File: config.mk
export PLATFORM = sky130hd
export DESIGN_NAME = ppd_ram
export DESIGN_NICKNAME = d
export VERILOG_FILES = /design/src/design/ppd_ram.sv
export SDC_FILE = /design/constraint.sdc
export NUM_CORES = 1
export LEC_CHECK = 0
export ABC_AREA = 1
export BUFFER_PORTS_ARGS = -buffer_cell sky130_fd_sc_hd__buf_2
export CAP_MARGIN = 25
export CORE_UTILIZATION = 50
export CTS_CLUSTER_DIAMETER = 30
export DETAILED_ROUTE_END_ITERATION = 8
export PLACE_DENSITY = 0.69
export SETUP_SLACK_MARGIN = 0.02
export SYNTH_ARGS = -nofsm -noshare
export SYNTH_HDL_FRONTEND = slang
export SYNTH_SLANG_ARGS = --single-unit
File: constraint.sdc
create_clock -name i_clk -period 3.3 [get_ports i_clk]
set_input_delay 0.495 -clock i_clk [delete_from_list [all_inputs] [get_ports i_clk]]
set_output_delay 0.495 -clock i_clk [all_outputs]
set_load 0.05 [all_outputs]
File: src/design/ppd_ram.sv
// Generic simple dual-port RAM, one write port, one registered read port.
module ppd_ram #(
    parameter int WIDTH = 8,
    parameter int DEPTH = 16
) (
    input  logic                                   i_clk,
    input  logic                                   i_we,
    input  logic [((DEPTH > 1) ? $clog2(DEPTH) : 1)-1:0] i_waddr,
    input  logic [WIDTH-1:0]                       i_wdata,
    input  logic [((DEPTH > 1) ? $clog2(DEPTH) : 1)-1:0] i_raddr,
    output logic [WIDTH-1:0]                       o_rdata
);

    logic [WIDTH-1:0] r_mem [DEPTH];
    logic [WIDTH-1:0] r_rdata;

    // read-first: a read at the address being written returns the old word
    always_ff @(posedge i_clk) begin
        if (i_we) begin
            r_mem[i_waddr] <= i_wdata;
        end
        r_rdata <= r_mem[i_raddr];
    end

    assign o_rdata = r_rdata;

endmodule

==> results.sh <==
export IMPL_coreArea_um2=11000
export IMPL_syn_avg_cell_area_um2=10.5
export IMPL_number_of_flops_mapped_to_enable_cells_by_yosys=128
export IMPL_rsz0062_at_grt="false"
export IMPL_placement_io_buffers=25
export IMPL_yosys_register_bits=136
export IMPL_area_fraction_in_compound_gates_after_synthesis=0
export IMPL_synthDistinctLibCells=12
export IMPL_cap_violations=0
export IMPL_synth_top_family_by_area="simple AND/OR/NAND/NOR gates"
export IMPL_antenna_found_initial=0
export IMPL_rd_place_congestion=0.869
export IMPL_worstPathMaxFanout=1
export IMPL_antenna_diode_count=0
export IMPL_floorplan_initialDensity=0.523
export IMPL_top_usage_layer="met2"
export IMPL_multiInputGateArea_um2=1210
export IMPL_arrival_time_of_data_at_the_critical_path_endpoint_ns=1.06
export IMPL_post_synth_and_or_nand_nor_area_fraction=0.210
export IMPL_ctsRootBufferMaster="clkbuf_16"
export IMPL_n_fill_cell=928
export IMPL_totalWireLength_um=12800
export IMPL_clk_pin_slew_worst_paths_ns=0.06
export IMPL_worstMarginPinSlew_ns=0.868
export IMPL_total_overflow_reported_by_the_global_router=0
export IMPL_cts_num_sinks=136
export IMPL_post_synth_fa_ha_maj_area_fraction=0
export IMPL_postRouteAntennaNets=0
export IMPL_final_seq_area_um2=4000
export IMPL_synthArstFlopShare=0
export IMPL_route_detailed_drc=0
export IMPL_finish_cell_count_without_fillers=727
export IMPL_finalSetupViolations=0
export IMPL_dr_first_iter_drc_count=271
export IMPL_route_detailed_vias_per_inst=5.25
export IMPL_timing_final_crit_period_ns=1.56
export IMPL_hpwl_um=7490
export IMPL_synth_commonest_cells="nand2_1 (173), edfxtp_1 (128), inv_1 (100)"
export IMPL_cp_start_kind="register"
export IMPL_class_of_the_worst_hold_path="input port to register"
export IMPL_crit_type="register to output pin"
export IMPL_vias=3815
export IMPL_critical_path_endpoint_type="output pin"
export IMPL_period_share=0.472
export IMPL_grt_max_degree=65
export IMPL_detailedRoute_firstPassIterationCount=5
export IMPL_critPathBufInv=1
export IMPL_design_final_nets=592
export IMPL_drt_wirelength_per_cell_um=17.7
export IMPL_rows=38
export IMPL_postCtsSetupBuffers=0
export IMPL_cp_cell_sequence="buf_2"
export IMPL_final_layout_size_suffix_gt1_frac=0.101
export IMPL_max_vdd_ir_drop_uv=331
export IMPL_synth_area_leaders="edfxtp_1 (67%), nand2_1 (11%), nand3_1 (8.4%), inv_1 (6.5%), dfxtp_1 (2.8%)"
export IMPL_synth_top_flop_cell="edfxtp_1"
export IMPL_die_area_um2=12000
export IMPL_leading_cell_type_by_number_of_instances_after_synthesis="nand2_1"
export IMPL_worstSkewPairLatency_ns=0.42
export IMPL_gr_usage_met2=0.377
export IMPL_die_width_um=109
export IMPL_htree_levels=4
export IMPL_cts_hold_repair_buffers=0
export IMPL_io_pin_count=26
export IMPL_yosys_mux_area_fraction=0
export IMPL_synth_xor_area_frac=0
export IMPL_achievable_frequency_mhz=642
export IMPL_fp_dieH_um=109
export IMPL_grt_first_pass_wirelength_um=20200
export IMPL_clock_skew_ns=0.00754
export IMPL_setup_tns_ns=0
export IMPL_timing_max_transition_violations_final=0
export IMPL_p_leak_nw=2.82
export IMPL_max_clock_path_buffers=2
export IMPL_post_cts_resize_count=0
export IMPL_crit_required_ns=2.80
export IMPL_grtUsageMet1=0.326
export IMPL_syn_cell_area_um2=5770
export IMPL_area_growth_syn_to_layout_pct=13.5
export IMPL_synth_seq_area_share=0.694
export IMPL_cts_buffer_count=17
export IMPL_tritoncts="yes"
export IMPL_worst_path_max_delay_cell="dfxtp_1"
export IMPL_placedCellCount=694
export IMPL_critical_path_max_stage_delay_ns=0.37
export IMPL_outcome="finished clean"
export IMPL_critPathTopFamily="flip-flops"
export IMPL_power_density_nw_per_um2=638
export IMPL_synth_top_area_frac=0.667
export IMPL_yosys_warnings=0
export IMPL_timing_final_hold_violations=0
export IMPL_synth_nets=569
export IMPL_grt_use_met3=0.0516
export IMPL_syn_instance_count=551
export IMPL_grt_pass1_vias=3688
export IMPL_maxSlewHeadroom=0.419
export IMPL_yosys_top_cell_by_area="edfxtp_1"
export IMPL_grt_util_all_layers=0.241
cell families (layout without fill, tap and decap cells):
kind of cell	after synthesis	count (layout)
simple gates	289	289
buf+inv	126	162
flops	136	136
where the power goes:
group | total, W | internal [W] | switching (W) | leakage [nW]
registers | 0.00194 | 0.00193 | 0.0000118 | 1.22
logic | 0.000266 | 0.0000632 | 0.000203 | 1.31
clock network | 0.00197 | 0.00126 | 0.000709 | 0.290
total | 0.00418 | 0.00325 | 0.000924 | 2.82
state kept, by name, summed over array words and instances, names as in the netlist:
name	cells
r_mem	128
o_rdata	8
cell type report:
type                            instances  area share
Clock inverter                         13      0.0273
Tap cell                              140      0.0268
Sequential cell                       136       0.612
Clock buffer                           19      0.0661
Inverter                              102      0.0585
Multi-Input combinational cell        289       0.185
Timing Repair Buffer                   28      0.0245
path summary, 6_finish.rpt:
check                                   from         end  slack [ns]  depth (start not counted)
worst max-delay path              o_rdata[7]  o_rdata[7]        1.74                          1
worst min-delay path              i_raddr[3]  o_rdata[6]        0.45                          3
worst max register to register   r_mem[6][4]  o_rdata[4]        2.25                          6
worst min register to register  r_mem[12][5]  o_rdata[5]        0.68                          6
stage by stage:
step / total power (W) / hold slack, ns / area (um2) / setup slack [ns] / util
CTS: 0.00419 / 0.443 / 6530 / 1.50 / 0.592
global route: 0.00428 / 0.469 / 6550 / 1.69 / 0.594
finish: 0.00418 / 0.451 / 6550 / 1.74 / 0.594
floorplan: 0.00215 / 0.594 / 5770 / 1.85 / -
global placement: 0.00224 / 0.642 / 5920 / 1.11 / 0.536
detailed placement: 0.00224 / 0.664 / 5920 / 1.11 / 0.536
metal layers:
layer	wire length, um	vias to the layer above	share of wire
li1	-	1818	-
met1	5460	1827	0.42
met2	6170	144	0.48
met3	921	26	0.072
met4	295	0	0.023
met5	0	-	0
layout by cell type, fill, tap and decap left out:
| cell type | n |
|---|---|
| buf_12 | 1 |
| buf_2 | 25 |
| buf_4 | 2 |
| bufinv_16 | 4 |
| clkbuf_1 | 2 |
| clkbuf_16 | 17 |
| clkinv_1 | 1 |
| clkinv_2 | 3 |
| clkinv_4 | 2 |
| clkinvlp_4 | 3 |
| dfxtp_1 | 8 |
| edfxtp_1 | 128 |
| inv_1 | 100 |
| inv_2 | 2 |
| nand2_1 | 173 |
| nand3_1 | 97 |
| nand3b_1 | 2 |
| nor2_1 | 17 |
(Power assumes the default switching activity.)
