### src/design/ppd_pkg.sv
// Shared constants for the per-pixel delay slit-scan block.
package ppd_pkg;

    localparam int PIX_W     = 8;
    localparam int MASK_W    = 8;
    localparam int GAIN_W    = 8;
    localparam int DIM_W     = 9;
    localparam int PROD_W    = MASK_W + GAIN_W;
    localparam int APB_AW    = 4;
    localparam int APB_DW    = 32;

    // delay index = floor(mask * gain * FRAMES / DELAY_DIV)
    localparam int unsigned DELAY_DIV = 30000;

    // register indexes, taken from paddr[3:2]
    localparam logic [1:0] REG_FRAME_WIDTH  = 2'd0;
    localparam logic [1:0] REG_FRAME_HEIGHT = 2'd1;
    localparam logic [1:0] REG_DELAY_GAIN   = 2'd2;

    localparam logic [DIM_W-1:0]  RST_FRAME_WIDTH  = 9'd256;
    localparam logic [DIM_W-1:0]  RST_FRAME_HEIGHT = 9'd256;
    localparam logic [GAIN_W-1:0] RST_DELAY_GAIN   = 8'd0;

endpackage

### src/design/ppd_raster.sv
// Raster position and write slot counters.
module ppd_raster #(
    parameter int FRAMES     = 16,
    parameter int MAX_WIDTH  = 256,
    parameter int MAX_HEIGHT = 256
) (
    input  logic                        i_clk,
    input  logic                        i_rst_n,
    input  logic                        i_advance,
    input  logic [ppd_pkg::DIM_W-1:0]   i_frame_width,
    input  logic [ppd_pkg::DIM_W-1:0]   i_frame_height,
    output logic [((MAX_WIDTH * MAX_HEIGHT > 1) ?
                   $clog2(MAX_WIDTH * MAX_HEIGHT) : 1)-1:0] o_pos,
    output logic [$clog2(FRAMES)-1:0]   o_slot,
    output logic                        o_last
);
    import ppd_pkg::*;

    localparam int DEPTH = MAX_WIDTH * MAX_HEIGHT;
    localparam int AW    = (DEPTH > 1) ? $clog2(DEPTH) : 1;
    localparam int SW    = $clog2(FRAMES);
    localparam int CW    = (MAX_WIDTH > 1) ? $clog2(MAX_WIDTH) : 1;
    localparam int RW    = (MAX_HEIGHT > 1) ? $clog2(MAX_HEIGHT) : 1;
    localparam int XW    = ($clog2(MAX_WIDTH + 1) > DIM_W) ? $clog2(MAX_WIDTH + 1) : DIM_W;
    localparam int YW    = ($clog2(MAX_HEIGHT + 1) > DIM_W) ? $clog2(MAX_HEIGHT + 1) : DIM_W;

    logic [CW-1:0] r_col, n_col;
    logic [RW-1:0] r_row, n_row;
    logic [SW-1:0] r_slot, n_slot;
    logic [XW-1:0] col_lim, w_ext;
    logic [YW-1:0] row_lim, h_ext;
    logic          row_end;

    // zero acts as one, oversize saturates to the maximum
    always_comb begin
        w_ext = XW'(i_frame_width);
        h_ext = YW'(i_frame_height);
        if (w_ext == '0) begin
            col_lim = '0;
        end else if (w_ext > XW'(MAX_WIDTH)) begin
            col_lim = XW'(MAX_WIDTH - 1);
        end else begin
            col_lim = w_ext - XW'(1);
        end
        if (h_ext == '0) begin
            row_lim = '0;
        end else if (h_ext > YW'(MAX_HEIGHT)) begin
            row_lim = YW'(MAX_HEIGHT - 1);
        end else begin
            row_lim = h_ext - YW'(1);
        end
    end

    assign row_end = (XW'(r_col) >= col_lim);
    assign o_last  = row_end && (YW'(r_row) >= row_lim);
    assign o_slot  = r_slot;
    assign o_pos   = AW'(r_row * MAX_WIDTH + r_col);

    always_comb begin
        n_col  = r_col;
        n_row  = r_row;
        n_slot = r_slot;
        if (i_advance) begin
            if (row_end) begin
                n_col = '0;
                if (o_last) begin
                    n_row  = '0;
                    n_slot = (r_slot == SW'(FRAMES - 1)) ? '0 : r_slot + SW'(1);
                end else begin
                    n_row = r_row + RW'(1);
                end
            end else begin
                n_col = r_col + CW'(1);
            end
        end
    end

    always_ff @(posedge i_clk) begin
        if (!i_rst_n) begin
            r_col  <= '0;
            r_row  <= '0;
            r_slot <= '0;
        end else begin
            r_col  <= n_col;
            r_row  <= n_row;
            r_slot <= n_slot;
        end
    end

endmodule

### config.mk
export PLATFORM = sky130hd
export DESIGN_NAME = ppd_raster
export DESIGN_NICKNAME = d
export VERILOG_FILES = /design/src/design/ppd_pkg.sv /design/src/design/ppd_raster.sv
export SDC_FILE = /design/constraint.sdc
export NUM_CORES = 1
export LEC_CHECK = 0
export ABC_CLOCK_PERIOD_IN_PS = 7600
export CAP_MARGIN = 10
export CORE_MARGIN = 2
export CORE_UTILIZATION = 45
export DETAILED_ROUTE_END_ITERATION = 8
export DONT_BUFFER_PORTS = 1
export RECOVER_POWER = 50
export SETUP_SLACK_MARGIN = 0.5
export SLEW_MARGIN = 5
export SYNTH_ARGS = -nofsm -noshare
export SYNTH_HDL_FRONTEND = slang
export SYNTH_SLANG_ARGS = --single-unit
### constraint.sdc
create_clock -name i_clk -period 7.6 [get_ports i_clk]
set_input_delay 1.52 -clock i_clk [delete_from_list [all_inputs] [get_ports i_clk]]
set_output_delay 1.52 -clock i_clk [all_outputs]
set_load 0.005 [all_outputs]
==> results.md, run 1 <==
* CP Max Fanout at 7
* Port bufs at 0
* Max clock buf depth at 2
* Highest metal used: met4
* Synth cell types at 48
* Global-route wire length before repair at 6470 um
* GRT Resource Usage Total at 18.1%
* Post-synth EDFFs at 0
* Final min period at 5750 ps
* Vias in the first global route at 1611
* FFs w/ async S/R, synth at 0%
* Die ar. at 0.00445 mm2
* Register area share after synthesis at 22.6%
* Htree depth at 1
* Vias at 1579
* Largest family of logic cells by synthesized area: simple AND/OR/NAND/NOR gates
* Synth Area in Compound Gates at 21.2%
* Drc violations at 0
* Met3 wire length at 132 um
* WL/cell at 14.3 um
* Chip height at 66.7 um
* N_diodes at 0
* Cells after synthesis at 220
* Most common cell after layout, fill and taps aside: nand2_1
* Share of layout cells above drive strength 1 at 7.76%
* Hold Crit Class: reg -> reg
* Max-Cap Viols at 0
* CP max stage cell: a211oi_1
* Worst-Margin Slew at 760 ps
* Commonest non-fill, non-tap cells in the layout: nand2_1, nor2_1, ha_1
* Post-CTS Resized at 0
* Cells after DPL at 263
* Fin. Hold Viols at 0
* Root Driver: clkbuf_8
* Total grt overflow at 0
* Crit start category: input pin
* DR pass1 iterations at 4
* Pin count of the biggest net entering global routing at 24
* YS warnings at 0
* Final wirelength at 3830 um
* Yosys top cell area share at 22.6%
* Delay-heaviest family, CP: simple AND/OR/NAND/NOR gates
* Syn avg cell area at 8.04 um2
* Top post-synthesis cells by area: dfxtp_1, ha_1, nand2_1
* Clock slew at reported path FFs at 70 ps
* XOR/XNOR share of the synthesized area at 6.44%
* CTS tree: yes
* RSZ-0062 raised after global routing: no
* Antenna viol nets, final at 0
* Dominant cell type by area after synthesis: dfxtp_1
* Slowest stage delay, CP at 620 ps
* Hold-fix buffers, CTS at 0
* Num CTS Buffers at 3
* Skew-Pair Late Insertion Delay at 250 ps
* Crit share post-route at 75.7%
* Post-route clock skew at 2.27 ps
* Peak Freq at 0.174 GHz
* Initial Util at 47.6%
* Top_reg_cell synth: dfxtp_1
* Setup tns final at 0 ps
* Total clock sinks at 20
* Post-CTS setup buffers at 0
* WP data required at 6080 ps
* Slew Limit Fails at 0
* Die width at 66.7 um
* Final setup fails at 0
* Final cell count without fillers at 267
* Cell Area, Synth at 0.00177 mm2
* Leak at 0.752 nW
* Met2 Routed Length at 1910 um
* Rel. slew slack at 49.0%
* Hpwl dp at 3070 um
* Core box area at 0.00372 mm2
* Detail-routed via count per cell at 5.91
* Bufs and invs on worst path at 1
* # rows at 22
* Gp weighted congestion at 0.723
* Status: finished, final reports clean
* Post-Synth Simple-Gate Area at 28.1%
* Initial antenna violation count at 0
* DR iter-0 viols at 50
* Critical path class: in -> out
* DRT met1 WL at 1770 um
* Post-synthesis mux area share at 1.70%
* Crit. End Element: output port
* Synth Register Bits at 20
* I/O pins at 42
* Syn_nets at 262
* Area grow syn2layout at 4.10%
* CP Cell Sequence: inv_1, ha_1, or4b_4, nor4_4, nand2_1, nand2_1, o21ai_0, ha_1, nand2b_1, a21o_1, a211oi_1, nor2_1
* Crit path DAT at 4230 ps
* Pwr dens at 117 mW/mm2
* VDD IR max at 0.106 mV
* Adder-cell share of the synthesized area at 15.4%
* # nets final at 262
cell usage after synthesis, types with 2 or more instances:
cell type / instances
a21oi_1: 19
nor3_1: 7
nand2_1: 27
nand3_1: 5
inv_1: 8
and3_1: 2
clkbuf_1: 2
xor2_1: 9
o21a_1: 2
o31ai_1: 8
nand4_1: 5
xnor2_1: 4
mux2i_1: 3
or4_1: 6
o21ai_0: 3
nor2_1: 24
a211oi_1: 3
ha_1: 21
or3_1: 2
nand3b_1: 3
dfxtp_1: 20
buf_6: 2
a21o_1: 6
o21ai_1: 5
layer usage:
layer	track usage, %	vias up
met2	35.6	28
met5	0	-
met1	20.4	739
li1	-	810
met3	2.53	2
met4	3.83	0
path summary, 6_finish.rpt:
path,cells after the start,startpoint,end,slack (ps)
max,12,i_frame_height[1],o_last,1850
min reg2reg,2,r_row[7],r_row[7],520
min,2,r_row[7],r_row[7],520
max reg2reg,7,r_row[0],r_row[4],5260
state kept, by name, indices dropped and copies added (netlist names):
name / count
r_row: 8
r_col: 8
o_slot: 4
area by class of cell:
type                       count  area [um2]
sequential                    20         400
timing repair buffer           1        7.51
clock buffer                   4        55.1
inverter                       8        30.0
multi-input combinational    186        1290
tap                           48        60.1
fill                         369        1880
power by group:
group | switching (W) | leakage, nW | total, W | internal (W)
clock network | 0.0000334 | 0.0288 | 0.0000794 | 0.0000460
logic | 0.0000145 | 0.562 | 0.0000276 | 0.0000131
registers | 0.00000228 | 0.161 | 0.000108 | 0.000106
cells by family (layout without fill, tap and decap cells):
logic type	count (synthesis)	in the layout
DFF	20	20
xor gates and xnor gates	13	13
AOI/OAI and AO/OA	55	55
and+or+nand+nor	93	93
buffers and inverters	14	13
muxes	3	3
adders and majority gates	22	22
through the flow:
stage / utilization [%] / instance area (um2) / setup slack [ps] / power, W / hold WS, ps
global placement: 48.0 / 1790 / 1930 / 0.000137 / 504
CTS: 49.5 / 1840 / 1830 / 0.000218 / 524
floorplan: - / 1770 / 2070 / 0.000134 / 479
finish: 49.5 / 1840 / 1850 / 0.000215 / 519
global route: 49.5 / 1840 / 1600 / 0.000228 / 555
detailed placement: 48.0 / 1790 / 1830 / 0.000138 / 513
tightest hold or removal path, cell delays in order, from the launching register on:
cell and delay [ps]:
dfxtp_1 350, o31ai_1 70, a21oi_1 50
Power figures use the tool's default switching activity.
==> run 2, diff against run 1 <==
- ABC_CLOCK_PERIOD_IN_PS: 7600 -> 5700
- clock period: 7.6 -> 5.7 ns (I/O delays scaled with it)
==> results.md, run 2 (synthesized netlist as in run 1, its figures left out) <==
* I/O pins at 42 (unchanged)
* GRT Resource Usage Total at 18.9% (was 18.1%)
* Leak at 0.763 nW (was 0.752 nW)
* Chip height at 66.7 um (unchanged)
* Die width at 66.7 um (unchanged)
* Slew Limit Fails at 0 (unchanged)
* Skew-Pair Late Insertion Delay at 260 ps (was 250 ps)
* Detail-routed via count per cell at 5.89 (was 5.91)
* Post-CTS setup buffers at 0 (unchanged)
* Crit start category: input pin (unchanged)
* # rows at 22 (unchanged)
* Total clock sinks at 20 (unchanged)
* Status: finished, final reports clean (unchanged)
* Post-CTS Resized at 0 (unchanged)
* Max clock buf depth at 2 (unchanged)
* Final cell count without fillers at 268 (was 267)
* N_diodes at 0 (unchanged)
* Crit path DAT at 3810 ps (was 4230 ps)
* Area grow syn2layout at 5.45% (was 4.10%)
* Final wirelength at 3920 um (was 3830 um)
* Pwr dens at 173 mW/mm2 (was 117 mW/mm2)
* Most common cell after layout, fill and taps aside: nand2_1 (unchanged)
* CTS tree: yes (unchanged)
* Crit. End Element: output port (unchanged)
* Number of fill cells at 356 (was 369)
* Crit share post-route at 86.8%
* Critical path class: in -> out (unchanged)
* RSZ-0062 raised after global routing: no (unchanged)
* Initial Util at 47.6% (unchanged)
* Peak Freq at 0.202 GHz
* Drc violations at 0 (unchanged)
* Root Driver: clkbuf_8 (unchanged)
* Post-route clock skew at 3.80 ps (was 2.27 ps)
* Setup tns final at 0 ps (unchanged)
* Final worst slack at 751 ps (was 1850 ps)
* Num CTS Buffers at 3 (unchanged)
* Hold Crit Class: reg -> reg (unchanged)
* Global-route wire length before repair at 6610 um (was 6470 um)
* Core box area at 0.00372 mm2 (unchanged)
* Cells after DPL at 264 (was 263)
* DR pass1 iterations at 4 (unchanged)
* VDD IR max at 0.117 mV (was 0.106 mV)
* Vias in the first global route at 1568 (was 1611)
* Rel. slew slack at 57.2% (was 49.0%)
* Vias at 1578 (was 1579)
* Htree depth at 1 (unchanged)
* Die ar. at 0.00445 mm2 (unchanged)
* # nets final at 263 (was 262)
* Fin. Hold Viols at 0 (unchanged)
* Hold-fix buffers, CTS at 0 (unchanged)
* Commonest non-fill, non-tap cells in the layout: nand2_1, nor2_1, ha_1 (unchanged)
* R2R Setup Slk at 3510 ps (was 5260 ps)
* Initial antenna violation count at 0 (unchanged)
* WP data required at 4560 ps (was 6080 ps)
* Worst-Margin Slew at 639 ps (was 760 ps)
* Port bufs at 0 (unchanged)
* Pin count of the biggest net entering global routing at 24 (unchanged)
* Final min period at 4950 ps
* Gp weighted congestion at 0.709 (was 0.723)
* Final setup fails at 0 (unchanged)
* Power, Total at 0.000323 W (was 0.000215 W)
* Total grt overflow at 0 (unchanged)
* WL/cell at 14.6 um (was 14.3 um)
* CP Max Fanout at 23 (was 7)
* DR iter-0 viols at 85 (was 50)
* Hpwl dp at 3070 um (about the same)
* Max-Cap Viols at 0 (unchanged)
* Clock slew at reported path FFs at 80 ps (was 70 ps)
* Pre-CTS WS at 773 ps (was 1830 ps)
* Share of layout cells above drive strength 1 at 8.18% (was 7.76%)
* Antenna viol nets, final at 0 (unchanged)
run 2: changes by cell type in the layout (fill, tap and decap cells not counted):
cell | before | now
buf_4 | 1 | 2
bufinv_16 | 0 | 1
clkbuf_8 | 4 | 3
run 2: path summary, 6_finish.rpt:
path                    startpoint        end  depth (start not counted)
setup / recovery  i_frame_width[1]     o_last                         12
setup reg to reg          r_col[0]   r_row[3]                          8
hold reg to reg          o_slot[3]  o_slot[3]                          2
hold / removal           o_slot[3]  o_slot[3]                          2
run 2: stage by stage:
step / cell area [um2] / utilization (%) / hold WS [ps]
CTS: 1860 / 50.2 / 522
global route: 1860 / 50.2 / 553
floorplan: 1770 / - / 479
detailed placement: 1790 / 48.2 / 512
global placement: 1790 / 48.2 / 504
finish: 1860 / 50.2 / 521
run 2: layout make-up:
cell class	instances	area, um2	area share, %
clock buffers	3	41.3	2.21
repair buffers	2	15.0	0.805
clock inverters	1	30.0	1.61
inverters	8	30.0	1.61
well taps	48	60.1	3.22
multi-input cells	186	1290	69.1
flip-flops and latches	20	400	21.5
run 2: worst max-delay path, cell delays in order:
cell,delay (ps)
inv_1,40
ha_1,190
or4b_1,570
nor2_1,170
a21oi_1,80
o31ai_1,260
ha_1,300
and3_1,180
a221o_1,320
a41oi_2,170
buf_4,280
nor2_1,90
run 2: power breakdown:
part	total (W)	switching, W	internal [W]
combinational	0.0000373	0.0000196	0.0000177
clock	0.000142	0.0000480	0.0000937
sequential	0.000144	0.00000313	0.000141
total	0.000323	0.0000707	0.000252
run 2: routing by layer:
metal | global-route usage [%] | wire (um)
met4 | 6.12 | 34
met3 | 2.36 | 151
met2 | 32.1 | 1900
met5 | 0 | 0
met1 | 24.6 | 1830
