==> src/design/ppd_pkg.sv <==
// Shared constants for the per-pixel delay slit-scan block.
package ppd_pkg;

    localparam int PIX_W     = 8;
    localparam int MASK_W    = 8;
    localparam int GAIN_W    = 8;
    localparam int DIM_W     = 9;
    localparam int PROD_W    = MASK_W + GAIN_W;
    localparam int APB_AW    = 4;
    localparam int APB_DW    = 32;

    // delay index = floor(mask * gain * FRAMES / DELAY_DIV)
    localparam int unsigned DELAY_DIV = 30000;

    // register indexes, taken from paddr[3:2]
    localparam logic [1:0] REG_FRAME_WIDTH  = 2'd0;
    localparam logic [1:0] REG_FRAME_HEIGHT = 2'd1;
    localparam logic [1:0] REG_DELAY_GAIN   = 2'd2;

    localparam logic [DIM_W-1:0]  RST_FRAME_WIDTH  = 9'd256;
    localparam logic [DIM_W-1:0]  RST_FRAME_HEIGHT = 9'd256;
    localparam logic [GAIN_W-1:0] RST_DELAY_GAIN   = 8'd0;

endpackage

==> src/design/ppd_delay.sv <==
// Delay index from mask*gain and read slot selection in the frame ring.
module ppd_delay #(
    parameter int FRAMES = 16
) (
    input  logic [ppd_pkg::PROD_W-1:0]  i_prod,
    input  logic [$clog2(FRAMES)-1:0]   i_slot,
    output logic [$clog2(FRAMES)-1:0]   o_rslot
);
    import ppd_pkg::*;

    localparam int SW = $clog2(FRAMES);

    logic [FRAMES-1:1] hit;
    logic [SW-1:0]     dly;
    logic [SW:0]       sum;

    // floor(p*F/DIV) >= k  <=>  p >= ceil(k*DIV/F); hit is a thermometer
    for (genvar k = 1; k < FRAMES; k++) begin : g_thr
        localparam int unsigned THR = (k * DELAY_DIV + FRAMES - 1) / FRAMES;
        assign hit[k] = ({16'd0, i_prod} >= THR);
    end

    always_comb begin
        dly = '0;
        for (int k = 1; k < FRAMES; k++) begin
            if (hit[k]) begin
                dly = SW'(k);
            end
        end
    end

    // (slot + F - 1 - d) mod F, the sum stays below 2F
    always_comb begin
        sum = {1'b0, i_slot} + (SW+1)'(FRAMES - 1) - {1'b0, dly};
        if (sum >= (SW+1)'(FRAMES)) begin
            o_rslot = SW'(sum - (SW+1)'(FRAMES));
        end else begin
            o_rslot = sum[SW-1:0];
        end
    end

endmodule

==> config.mk <==
export PLATFORM = sky130hd
export DESIGN_NAME = ppd_delay
export DESIGN_NICKNAME = d
export VERILOG_FILES = /design/src/design/ppd_pkg.sv /design/src/design/ppd_delay.sv
export SDC_FILE = /design/constraint.sdc
export NUM_CORES = 1
export LEC_CHECK = 0
export ABC_AREA = 1
export BUFFER_PORTS_ARGS = -buffer_cell sky130_fd_sc_hd__clkbuf_2
export CAP_MARGIN = 20
export CELL_PAD_IN_SITES_DETAIL_PLACEMENT = 1
export CELL_PAD_IN_SITES_GLOBAL_PLACEMENT = 1
export CORE_ASPECT_RATIO = 0.75
export CORE_UTILIZATION = 30
export DETAILED_ROUTE_END_ITERATION = 7
export GPL_ROUTABILITY_DRIVEN = 0
export PLACE_DENSITY_LB_ADDON = 0.12
export SLEW_MARGIN = 20
export SYNTH_ARGS = -nofsm -noshare
export SYNTH_HDL_FRONTEND = slang
export SYNTH_SLANG_ARGS = --single-unit
==> constraint.sdc <==
create_clock -name vclk -period 6.15
set_input_delay 0.615 -clock vclk [all_inputs]
set_output_delay 0.615 -clock vclk [all_outputs]
set_load 0.01 [all_outputs]
==> results of run 1 <==
## per-stage QoR
step                util (%)  area, um^2  hold slack, ps
floorplan                  -         895            1380
global placement        38.6        1050            1570
detailed placement      38.6        1050            1550
CTS                     38.6        1050            1560
global route            38.6        1050            1570
finish                  38.6        1050            1550
## metal layers
layer  up-vias  track usage (%)
met5         -                0
met4         0                0
met3         0            0.935
met2        36             35.6
met1       620             37.9
li1        641                -
## kinds of logic (layout without fill, tap and decap cells)
| family | Yosys count | in the layout | share of synthesized area [%] |
|---|---|---|---|
| AOI/OAI and AO/OA | 33 | 33 | 22.4 |
| xor gates and xnor gates | 3 | 3 | 2.94 |
| adders and majority gates | 4 | 4 | 6.43 |
| buffers and inverters | 34 | 56 | 14.5 |
| and+or+nand+nor | 110 | 110 | 53.7 |
## area by class of cell
type	count	area (um^2)
Multi-Input combinational cell	150	764
Timing Repair Buffer	24	120
Inverter	32	120
Fill cell	426	1670
Tap cell	36	45.0
## worst max-delay path by stage
stage	start	to	slack (ps)	cells after the start
after floorplan	i_prod[4]	o_rslot[2]	2990	22
after global placement	i_prod[6]	o_rslot[2]	2600	20
after detailed placement	i_prod[6]	o_rslot[2]	2480	20
after CTS	i_prod[6]	o_rslot[2]	2470	20
after global routing	i_prod[5]	o_rslot[3]	2220	20
final	i_prod[6]	o_rslot[2]	2440	20
## report_power, final
group	internal, mW	leakage (nW)	switching [mW]	total, mW
Clock	0	0	0	0
Combinational	0.0262	0.552	0.0502	0.0763
Sequential	0	0	0	0
## worst min-delay path, delay by kind of cell
family	cells	cell delay [ps]
buf+inv	2	200
fa+ha+maj	1	120
## cell usage in the layout, fill, tap and decap left out, drive strengths merged
master   netlist  layout
o211a          1       1
nand2         54      54
o21a           1       1
xor2           1       1
ha             3       3
a311oi         1       1
fa             1       1
o21ai         15      15
o311ai         1       1
a21boi         2       2
clkbuf         0      24
a31oi          1       1
nor4           1       1
nand4          4       4
nor2          31      31
xnor2          2       2
nand3         16      16
a21oi          9       9
o2111ai        1       1
inv           32      32
nor3           4       4
o211ai         1       1
==> reports/summary.txt, run 1 <==
outcome - finished, final reports clean
top-count cell post-synth - nand2_1
Slew HR - 73.1%
Yosys cell types - 28
WL final - 3470 um
Cells after DPL - 242
Period Utilization, post-route - 60.4%
Finished Layout Cells - 242
cell mode on critical path - nand2_1
DR pass1 iterations - 4
vias in the first global route - 1231
Final nets - 232
PortBufs - 24
CTS Hold Buffers Added - 0
critical path data arrival time - 3100 ps
Synth top area share - 21.0%
setup ws final - 2440 ps
hpwl dp - 3080 um
Worst-Margin Slew - 401 ps
vias per cell - 5.36
Min-Delay Path Class - in -> out
max layer used - met3
cts repair resizes - 0
dpl ws - 2480 ps
worst-path cell chain - clkbuf_2, nand2_2, nor2_1, o211ai_1, nand4_1, o21ai_0, nand2_1, nand2_1, nand2_1, nand2_1, nand2_1, nand2_1, nand2_1, nand2_1, a21oi_2, ha_1, inv_1, fa_1, xnor2_1, clkbuf_2
Synth warnings - 0
Max FO, Critical Path - 8
CLK BUF - 0
setup total negative slack - 0 ps
I/O Pins - 24
starting DRC count in detailed routing - 97
worst hold path depth - 3
Die Area - 3210 um^2
Reg area - 0 um^2
die height - 49.3 um
hold path startpoint - i_slot[0]
wire length per cell - 14.3 um
# diodes - 0
CP required - 5530 ps
fin. max-slew vios - 0
Initial Utilization - 32.9%
Post-synth top cells - nand2_1, nor2_1, inv_1
Maximum Capacitance Violations - 0
RSZ-0062 raised after global routing - false
vias - 1297
Leakage - 0.552 nW
Fin. Hold Viols - 0
Mapped Cells - 184
Finish-stage setup viols - 0
total power - 0.0763 mW
syn_nets - 208
initial antenna violation count - 0
Overflow after GRT - 0
Worst Setup Start Kind - input pin
Worst Setup End Kind - output port
maximum vdd ir drop - 0.0176 mV
CP max stage delay - 370 ps
Buf/Inv on CP - 3
top area cells in the synthesized netlist - nand2_1, nor2_1, inv_1
fmax - 269 MHz
slowest cell on the critical path - fa_1
Residual DRC - 0
Detail Route Antenna Nets - 0
Total GRT Usage - 23.5%
Area growth syn-to-layout - 17.3%
die width - 65.1 um
wire length on met1 - 1780 um
first-pass GRT wire length - 5920 um
postcts setup bufs - 0
Post-Syn Area - 895 um^2
area leader, netlist - nand2_1
share of cells above drive strength 1 - 20.4%
row count - 16
minimum clock period - 3710 ps
num sequential - 0
Endpoint, Worst Hold - o_rslot[0]
DR WL met2 - 1470 um
pwr/cell area - 72.7 nW/um^2
syn_area_per_cell - 4.86 um^2
register area share after synthesis - 0%
metal3 WL - 215 um
CP delay by family, top - simple AND/OR/NAND/NOR gates
largest net degree at the start of global routing - 10
Crit Path Class - in -> out
Core Area - 2720 um^2
No activity file was read; power rests on OpenSTA's default activity.
==> run 2, diff against run 1 <==
==> constraint.sdc (replaced) <==
create_clock -name vclk -period 3.9
set_input_delay 0.39 -clock vclk [all_inputs]
set_output_delay 0.39 -clock vclk [all_outputs]
set_load 0.01 [all_outputs]
==> run 2 against run 1 <==
Hold slack got worse by 450 ps. Sequential cell count unchanged. Final area did not move. Largest cell class unchanged. Critical path type unchanged. Critical path depth rose by 3. Critical endpoint unchanged. Via count down 1.6%. Clock-buffer cell count unchanged. Total power up 57%. Largest power group unchanged.
==> reports/summary.txt, run 2 (synthesis results as in run 1) <==
worst hold slack - 1100 ps
hold path startpoint - i_slot[0]
Finish-stage setup viols - 0
Core Area - 2720 um^2
RSZ-0062 raised after global routing - false
die width - 65.1 um
initial antenna violation count - 0
Design Area, Final - 1050 um^2
WL final - 3420 um
Post-DP Area - 1050 um^2
Area growth syn-to-layout - 17.3%
fin util - 38.6%
Die Area - 3210 um^2
CLK BUF - 0
pwr/cell area - 114 nW/um^2
DR pass1 iterations - 4
Crit Path Class - in -> out
Period Utilization, post-route - 82.0%
outcome - finished, final reports clean
Cells after DPL - 242
cts repair resizes - 0
fmax - 313 MHz
row count - 16
Fin. Hold Viols - 0
# diodes - 0
vias - 1276
Overflow after GRT - 0
hpwl dp - 3010 um
die height - 49.3 um
total power - 0.120 mW
Reg area - 0 um^2
Endpoint, Worst Hold - o_rslot[0]
largest net degree at the start of global routing - 10
Slew HR - 73.3%
commonest non-fill, non-tap cell in the layout - nand2_1
setup ws final - 703 ps
Initial Utilization - 32.9%
postcts setup bufs - 0
most frequent cells in the layout - nand2_1, nor2_1, inv_1, clkbuf_2, nand3_1
setup total negative slack - 0 ps
vias in the first global route - 1235
maximum vdd ir drop - 0.0330 mV
CTS Hold Buffers Added - 0
critical path data arrival time - 2810 ps
starting DRC count in detailed routing - 63
I/O Pins - 24
Maximum Capacitance Violations - 0
worst hold path depth - 3
num sequential - 0
Residual DRC - 0
Finished Layout Cells - 242
Worst Setup End Kind - output port
minimum clock period - 3200 ps
wire length per cell - 14.1 um
dpl ws - 668 ps
Leakage - 0.552 nW
Total GRT Usage - 22.5%
Worst Setup Start Kind - input pin
Max FO, Critical Path - 5
share of cells above drive strength 1 - 20.4%
Final nets - 232
Worst-Margin Slew - 397 ps
Min-Delay Path Class - in -> out
fin. max-slew vios - 0
first-pass GRT wire length - 5750 um
CP required - 3510 ps
vias per cell - 5.27
PortBufs - 24
Detail Route Antenna Nets - 0
[run 2: report_power, final]
part | switching, mW | internal, mW
combinational | 0.0787 | 0.0413
clock | 0 | 0
sequential | 0 | 0
total | 0.0787 | 0.0413
[run 2: critical path: stages]
cell	delay [ps]
clkbuf_2	130
nor2_4	180
inv_2	90
nor2_2	160
inv_2	60
nor2_2	100
a21oi_2	70
nand2_1	80
nand2_1	50
nand2_1	60
nand2_1	60
nand2_1	50
nand2_1	50
nand2_1	50
nand2_1	50
nand2_1	50
nand2_1	60
a21oi_2	130
ha_1	170
inv_1	60
fa_1	390
xnor2_1	150
clkbuf_2	150
[run 2: area by class of cell]
type	instances	area, um^2
tap	36	45.0
fill	445	1670
multi-input combinational	150	764
timing repair buffer	24	120
inverter	32	120
[run 2: layer usage]
layer	vias up	GRT usage, %	wire, um
li1	640	-	-
met1	593	35.6	1800
met2	41	34.9	1440
met3	2	0	159
met4	0	1.81	24
met5	-	0	0
[run 2: worst max-delay path by stage]
stage	from	to	slack [ps]	cells after the start
after floorplan	i_prod[4]	o_rslot[2]	1190	22
after global placement	i_prod[4]	o_rslot[3]	840	20
after detailed placement	i_prod[15]	o_rslot[2]	670	23
after CTS	i_prod[15]	o_rslot[2]	670	23
after global routing	i_prod[13]	o_rslot[2]	420	23
final	i_prod[15]	o_rslot[2]	700	23
==> run 3, diff against run 2 <==
--- a/config.mk
+++ b/config.mk
@@ -5,7 +5,7 @@
 export SDC_FILE = /design/constraint.sdc
 export NUM_CORES = 1
 export LEC_CHECK = 0
-export ABC_AREA = 1
+export ABC_AREA = 0
 export BUFFER_PORTS_ARGS = -buffer_cell sky130_fd_sc_hd__clkbuf_2
 export CAP_MARGIN = 20
 export CELL_PAD_IN_SITES_DETAIL_PLACEMENT = 1
==> constraint.sdc (replaced) <==
create_clock -name vclk -period 2.6
set_input_delay 0.26 -clock vclk [all_inputs]
set_output_delay 0.26 -clock vclk [all_outputs]
set_load 0.01 [all_outputs]
==> run 3 against run 2 <==
The flow now finishes with violations (setup timing). Non-clock buffer count increased by 47. Critical path depth decreased by 10. Via count increased by 12%. First-iteration DRC count increased by 140%. Setup slack got worse by 1200 ps. Cell count decreased by 8.3%. Global-route usage increased by 5.6 points. Wire length increased by 39%. Critical path type unchanged.
==> reports/summary.txt, run 3 <==
outcome - finished, violations left
failing checks - setup timing
Worst Setup Start Kind - input pin
fin. max-slew vios - 0
Synth top area share - 7.47%
Core Area - 2420 um^2
Finish-stage setup viols - 3
Maximum Capacitance Violations - 0
setup ws final - -456 ps
initial antenna violation count - 0
num sequential - 0
Mapped Cells - 130
Max FO, Critical Path - 2
critical path data arrival time - 2800 ps
syn_nets - 154
RSZ-0062 raised after global routing - true
Residual DRC - 0
Fin. Hold Viols - 0
Period Utilization, post-route - 118%
Worst Setup End Kind - output port
Post-synth top cells - nor2_1, o21ai_0, clkbuf_1
Crit Path Class - in -> out
Cells after DPL - 216
WL final - 4770 um
syn_area_per_cell - 6.19 um^2
worst hold slack - 888 ps
pwr/cell area - 183 nW/um^2
first-pass GRT wire length - 5980 um
Slew HR - 75.0%
vias per cell - 6.41
CTS Hold Buffers Added - 0
Yosys cell types - 47
Initial Utilization - 33.2%
Finished Layout Cells - 222
hpwl dp - 3250 um
vias - 1424
Comb power frac - 100.0%
largest net degree at the start of global routing - 15
sequential share of power - 0%
# diodes - 0
Leakage - 0.647 nW
top area cells in the synthesized netlist - o21ai_0, nor2_1, nand3_1
commonest non-fill, non-tap cell in the layout - buf_4
worst hold path depth - 3
Sw Pwr - 0.147 mW
Final nets - 214
Area growth syn-to-layout - 89.3%
die height - 46.8 um
CLK BUF - 0
minimum clock period - 3060 ps
most frequent cells in the layout - buf_4, clkbuf_2, nor2_1, nand3_1
register area share after synthesis - 0%
CP required - 2340 ps
area leader, netlist - o21ai_0
Reg area - 0 um^2
Synth warnings - 0
area of the multi-input gates - 906 um^2
Overflow after GRT - 0
fill cell count - 299
Die Area - 2890 um^2
Clk pwr share - 0%
starting DRC count in detailed routing - 150
wire length per cell - 21.5 um
DR pass1 iterations - 5
PortBufs - 24
Sw Ratio - 52.6%
Worst-Margin Slew - 374 ps
row count - 15
I/O Pins - 24
die width - 61.8 um
Post-Syn Area - 805 um^2
Int Power - 0.132 mW
Total GRT Usage - 28.1%
maximum vdd ir drop - 0.0946 mV
vias in the first global route - 1242
Min-Delay Path Class - in -> out
Detail Route Antenna Nets - 0
share of cells above drive strength 1 - 54.8%
fmax - 327 MHz
## run 3: final timing paths
kind,start,to
max,i_prod[6],o_rslot[3]
min,i_slot[0],o_rslot[0]
## run 3: critical path: stages
cell and delay, ps:
buf_6 90, or4_4 530, a21oi_2 150, o311ai_2 110, nor2b_2 170, o21a_1 210
a211oi_2 190, ha_1 280, a21o_1 190, a21oi_2 150, xor2_1 180, xnor2_1 140
buf_2 150
## run 3: what timing repair did
item | in CTS | in global routing
setup endpoints to repair | 3 | 3
cloned | 0 | 2
pin swaps | 4 | 15
buffers inserted | 0 | 4
resized for setup | 13 | 57
## run 3: kinds of logic (layout without fill, tap and decap cells)
| logic type | count (synthesis) | after routing | synth area share [%] |
|---|---|---|---|
| simple gates | 58 | 58 | 40.1 |
| buf+inv | 17 | 75 | 8.55 |
| compound gates | 48 | 48 | 40.9 |
| xor+xnor | 3 | 3 | 3.27 |
| fa+ha+maj | 4 | 4 | 7.15 |
## run 3: through the flow
step / setup slack, ps / setup TNS [ps] / power [mW] / cell area, um^2 / util (%)
2_1_floorplan: 5.01 / 0 / 0.106 / 813 / -
3_3_place_gp: -330 / -838 / 0.204 / 1240 / 51.3
3_5_place_dp: -413 / -1110 / 0.215 / 1240 / 51.3
4_1_cts: -349 / -680 / 0.223 / 1290 / 53.2
5_1_grt: -513 / -1070 / 0.293 / 1520 / 62.9
6_report: -456 / -898 / 0.279 / 1520 / 62.9
## run 3: area by class of cell
| type | count | share of cell area [%] |
|---|---|---|
| repair buffers | 71 | 36.7 |
| multi-input cells | 113 | 59.5 |
| well taps | 34 | 2.79 |
| inverters | 4 | 0.986 |
## run 3: power groups by stage
stage               registers [mW]  logic, mW  clock network, mW
floorplan                        0      0.106                  0
global route                     0      0.293                  0
global placement                 0      0.204                  0
detailed placement               0      0.215                  0
CTS                              0      0.223                  0
finish                           0      0.279                  0
## run 3: routing by layer
metal | vias to the layer above | share of wire (%) | track usage (%) | routed length [um]
li1 | 626 | - | - | -
met1 | 689 | 44 | 41.4 | 2100
met2 | 101 | 45 | 45.6 | 2140
met3 | 8 | 9.8 | 1.10 | 469
met4 | 0 | 1.2 | 6.22 | 57
met5 | - | 0 | 0 | 0
